[config.mk]
export PLATFORM = sky130hd
export DESIGN_NAME = wps_sqsum
export DESIGN_NICKNAME = d
export VERILOG_FILES = /design/src/rtl/wps_pkg.sv /design/src/rtl/wps_sqsum.sv
export SDC_FILE = /design/constraint.sdc
export NUM_CORES = 1
export LEC_CHECK = 0
export BUFFER_PORTS_ARGS = -buffer_cell sky130_fd_sc_hd__buf_2
export CAP_MARGIN = 25
export CORE_ASPECT_RATIO = 0.9
export CORE_MARGIN = 3
export CORE_UTILIZATION = 55
export CTS_CLUSTER_DIAMETER = 80
export DETAILED_ROUTE_END_ITERATION = 8
export PLACE_DENSITY = 0.74
export REMOVE_ABC_BUFFERS = 1
export SYNTH_ARGS = -nofsm -noshare
export SYNTH_HDL_FRONTEND = slang
export SYNTH_SLANG_ARGS = --single-unit
export TNS_END_PERCENT = 30
[constraint.sdc]
create_clock -name i_clk -period 3.35 [get_ports i_clk]
set_clock_uncertainty 0.2 [all_clocks]
set_input_delay 0.67 -clock i_clk [delete_from_list [all_inputs] [get_ports i_clk]]
set_output_delay 0.67 -clock i_clk [all_outputs]
set_load 0.02 [all_outputs]
[src/rtl/wps_pkg.sv]
// Package: widths, codes, entry type and helpers for the waypoint sequencer.
package wps_pkg;

    localparam int MAX_WAYPOINTS = 64;
    localparam int COORD_BITS    = 24;

    localparam int OP_W     = 2;
    localparam int ENTRY_W  = 6;
    localparam int TOL_W    = 16;
    localparam int STATUS_W = 2;
    localparam int CFG_W    = 7;

    localparam int IDX_W = $clog2(MAX_WAYPOINTS);
    localparam int CNT_W = $clog2(MAX_WAYPOINTS + 1);
    localparam int MAG_W = (COORD_BITS + 1 > TOL_W) ? COORD_BITS + 1 : TOL_W;
    localparam int SUM_W = 2 * MAG_W + 1;
    localparam int SQ_CNT_W = $clog2(MAG_W);

    localparam logic [OP_W-1:0] OP_LOAD    = 2'd0;
    localparam logic [OP_W-1:0] OP_RESTART = 2'd1;
    localparam logic [OP_W-1:0] OP_POS     = 2'd2;

    localparam logic [STATUS_W-1:0] ST_TRACK   = 2'd0;
    localparam logic [STATUS_W-1:0] ST_ARRIVED = 2'd1;
    localparam logic [STATUS_W-1:0] ST_PROMOTE = 2'd2;
    localparam logic [STATUS_W-1:0] ST_FINISH  = 2'd3;

    typedef logic signed [COORD_BITS-1:0] t_coord;
    typedef logic [MAG_W-1:0]             t_mag;
    typedef logic [SUM_W-1:0]             t_sum;

    typedef struct packed {
        t_coord           x;
        t_coord           y;
        logic [TOL_W-1:0] tol;
    } t_entry;

    typedef struct packed {
        logic start;
        t_mag mag_a;
        t_mag mag_b;
    } t_sq_req;

    function automatic t_mag abs_diff(t_coord a, t_coord b);
        logic signed [COORD_BITS:0] d;
        logic signed [COORD_BITS:0] m;
        d = {a[COORD_BITS-1], a} - {b[COORD_BITS-1], b};
        m = d[COORD_BITS] ? -d : d;
        return t_mag'(unsigned'(m));
    endfunction

endpackage

[src/rtl/wps_sqsum.sv]
// Bit-serial sum of two squares: mag_a^2 + mag_b^2, one multiplier bit per cycle.
module wps_sqsum (
    input  logic            i_clk,
    input  logic            i_rst_n,
    input  wps_pkg::t_sq_req i_req,
    output logic            o_done,
    output wps_pkg::t_sum   o_sum
);

    logic                         r_busy;
    logic                         r_add;
    logic                         r_done;
    logic [wps_pkg::SQ_CNT_W-1:0] r_cnt;
    wps_pkg::t_mag                r_mc_a, r_mc_b;
    wps_pkg::t_mag                r_mq_a, r_mq_b;
    wps_pkg::t_mag                r_hi_a, r_hi_b;
    wps_pkg::t_mag                r_lo_a, r_lo_b;
    wps_pkg::t_sum                r_sum;

    logic [wps_pkg::MAG_W:0] n_s_a, n_s_b;

    assign n_s_a = {1'b0, r_hi_a} + (r_mq_a[0] ? {1'b0, r_mc_a} : '0);
    assign n_s_b = {1'b0, r_hi_b} + (r_mq_b[0] ? {1'b0, r_mc_b} : '0);

    always_ff @(posedge i_clk) begin
        if (!i_rst_n) begin
            r_busy <= 1'b0;
            r_add  <= 1'b0;
            r_done <= 1'b0;
            r_cnt  <= '0;
        end else begin
            r_done <= 1'b0;
            if (i_req.start) begin
                r_busy <= 1'b1;
                r_cnt  <= '0;
            end else if (r_busy) begin
                r_cnt <= r_cnt + 1'b1;
                if (r_cnt == wps_pkg::SQ_CNT_W'(wps_pkg::MAG_W - 1)) begin
                    r_busy <= 1'b0;
                    r_add  <= 1'b1;
                end
            end else if (r_add) begin
                r_add  <= 1'b0;
                r_done <= 1'b1;
            end
        end
    end

    always_ff @(posedge i_clk) begin
        if (i_req.start) begin
            r_mc_a <= i_req.mag_a;
            r_mq_a <= i_req.mag_a;
            r_mc_b <= i_req.mag_b;
            r_mq_b <= i_req.mag_b;
            r_hi_a <= '0;
            r_lo_a <= '0;
            r_hi_b <= '0;
            r_lo_b <= '0;
        end else if (r_busy) begin
            r_hi_a <= n_s_a[wps_pkg::MAG_W:1];
            r_lo_a <= {n_s_a[0], r_lo_a[wps_pkg::MAG_W-1:1]};
            r_mq_a <= r_mq_a >> 1;
            r_hi_b <= n_s_b[wps_pkg::MAG_W:1];
            r_lo_b <= {n_s_b[0], r_lo_b[wps_pkg::MAG_W-1:1]};
            r_mq_b <= r_mq_b >> 1;
        end
        if (r_add) begin
            r_sum <= {1'b0, r_hi_a, r_lo_a} + {1'b0, r_hi_b, r_lo_b};
        end
    end

    assign o_done = r_done;
    assign o_sum  = r_sum;

endmodule

==> qor.yml <==
status: "completed"
syn_to_final_growth_pct: 12.7
holdBufCountCts: 0
rsz0062_at_grt: "true"
cp.required_ns: 3.57
hp-class: "in -> reg"
seq_area_frac_synth: 0.460
gp_congestion: 0.940
yosysWarnings: 0
drcViolationCount: 0
via_per_inst: 5.79
setup_violations: 0
maxSlewHeadroom: 0.442
initial_core_util: 0.568
hold_start: "i_req[14]"
stdcell_count: 1842
worstPathArrival_ns: 3.40
ys_ff_latch: 259
netlist_area_mm2: 0.0145
rr_worst_depth: 11
fp.dieH_um: 160
synth_top_cell_by_area: "edfxtp_1"
synthCells: 1384
die-area_mm2: 0.0284
fin_crit_sh: 0.948
worstSkewPairLatency_ns: 0.55
p_per_area_mw_per_mm2: 483
clockRootBuffer: "clkbuf_16"
grt_usage: 0.228
portBuffers: 104
dp_hpwl_um: 24300
vdd_drop_max_v: 0.000389
report.final.hold_viol_count: 0
path_max_fanout: 9
whs_ns: 0.107
total_leakage_power_nw: 6.76
num_rows: 55
tightest_slew_ns: 0.837
path_clk_slew_ns: 0.06
clock-sinks: 259
io_pins: 105
first_pass_iters: 5
multiInputGateArea_mm2: 0.00747
nets: 1636
nFillCells: 2103
postSynthAreaPerCell_um2: 10.5
synth_flop_cell: "edfxtp_1"
numCtsBuffers: 28
detail_route.wirelength_um: 32800
dp.cells: 1788
fp.coreArea_mm2: 0.0256
antenna_found_initial: 0
drt_iter0_drc: 913
antenna_cells: 0
grt_max_degree: 66
period_minus_slack_ns: 3.18
die_x_um: 177
synth.distinct_cells: 82
synth_area_leaders: "edfxtp_1 31%, dfxtp_1 15%, ha_1 8.8%"
worst_hold_path.endpoint: "r_mc_b[14]"
ant_nets: 0
final-seq-area_mm2: 0.00670
critPathLaunchType: "flop"
grt_pass1_vias: 10000
critPathCaptureType: "flop"
via_count: 10700
hold_depth: 1
drive_above_1_share: 0.169
drv_slew: 0
overflow: 0
wl_per_cell_um: 17.8
rrSetupSlack_ns: 0.17
max_freq_mhz: 315
crit_type: "reg -> reg"
grt_first_pass_wirelength_um: 52800
clockBufferDepth: 3
r2r-end: "r_hi_b[23]"
synth-edff-count: 151
cts_htree_levels: 1
synth_top_area_frac: 0.312
maxCapViolations: 0
r2r_start: "r_mq_b[0]"
async_flop_share: 0
cts_tree: "yes"
## metrics by stage
stage	setup slack [ns]	instance area, um2	util	power (mW)	TNS (ns)
after floorplan	-2.27	14300	-	4.46	-180.35
after global placement	0.300	15400	0.603	4.78	0
after detailed placement	0.204	15400	0.603	4.80	0
after CTS	0.194	16400	0.640	7.95	0
after global routing	-0.0114	16400	0.641	8.23	-0.0114
final	0.174	16400	0.641	7.92	0
## cell usage after synthesis, types with 4 or more instances
cell	number
a211oi_1	14
a21o_1	45
a21oi_1	105
a21oi_2	6
a221o_1	4
a31oi_1	12
and2_1	54
and3_1	9
buf_1	10
buf_2	9
clkbuf_1	37
dfxtp_1	108
edfxtp_1	151
ha_1	102
inv_1	37
mux2_2	48
mux2i_1	71
nand2_1	79
nand2b_1	6
nand3_1	21
nand4_1	20
nor2_1	142
nor2b_1	16
nor3_1	17
o211ai_1	8
o21a_1	11
o21ai_0	41
o21ai_1	15
o21bai_1	17
o22ai_1	5
or2_2	4
or3_1	5
xnor2_1	54
xor2_1	31
## state kept, by name (all words and copies together) (netlist names)
register / cells
r_busy: 1
o_sum: 51
r_hi_a: 25
o_done: 1
r_lo_b: 25
r_add: 1
r_mc_a: 25
r_mq_b: 25
r_mc_b: 25
r_lo_a: 25
r_hi_b: 25
r_mq_a: 25
r_cnt: 5
## placed cells by master, fill, tap and decap left out, types with 54 or more instances in the layout
cell type and count:
edfxtp_1 151, nor2_1 142, dfxtp_1 106, a21oi_1 105, buf_2 103, ha_1 102, nand2_1 79, mux2i_1 71
and2_1 54, xnor2_1 54
## cell type report
cell class / count / area share
multi-input combinational: 1029 / 0.456
sequential: 259 / 0.409
clock buffer: 31 / 0.0434
timing repair buffer: 122 / 0.0427
tap: 342 / 0.0261
clock inverter: 21 / 0.0150
inverter: 38 / 0.00870
## kinds of logic (layout without fill, tap and decap cells)
kind of cell / count (synthesis) / in the layout / synth area share
compound gates: 337 / 337 / 0.160
xor+xnor: 85 / 85 / 0.0512
fa+ha+maj: 105 / 105 / 0.0919
buf+inv: 96 / 212 / 0.0261
flops: 259 / 259 / 0.460
mux: 119 / 119 / 0.0860
simple gates: 383 / 383 / 0.125
## repair_timing
| action | 4_1_cts | 5_1_grt |
|---|---|---|
| buffers inserted | 0 | 2 |
| gates resized for setup | 0 | 0 |
| endpoints found under the setup margin | 0 | 3 |
## worst max-delay path, cell delays in order, from the launching register on
cell and delay (ns):
edfxtp_1 0.43, buf_4 0.19, and2_1 0.14, ha_1 0.31
nor2b_1 0.14, o21ai_1 0.16, a21boi_1 0.15, o41ai_4 0.35
o211ai_1 0.20, a21oi_1 0.32, o21ai_1 0.14, a221o_1 0.30
## per-layer routing
metal,up-vias,part of all wire,routed length (um),global-route usage
li1,5264,-,-,-
met2,328,0.41,13500,0.323
met5,-,0,0,0
met4,0,0.021,684,0.0468
met1,5026,0.51,16700,0.366
met3,46,0.061,2020,0.0342
## worst max path at each step
stage                         start  slack [ns]          to
after floorplan              r_busy       -2.27   r_mq_a[0]
after global placement    r_mq_b[0]        0.30  r_hi_b[24]
after detailed placement  r_mq_a[0]        0.20  r_hi_a[17]
after CTS                 r_mq_a[0]        0.19  r_hi_a[17]
after global routing      r_lo_a[0]       -0.01   o_sum[48]
final                     r_mq_b[0]        0.17  r_hi_b[23]
## report_power, final
part | internal, mW | switching [mW] | leakage (nW) | total, mW
sequential | 3.56 | 0.118 | 2.34 | 3.68
combinational | 0.453 | 0.621 | 3.98 | 1.07
clock | 1.86 | 1.30 | 0.441 | 3.16
No activity file was read; power rests on OpenSTA's default activity.
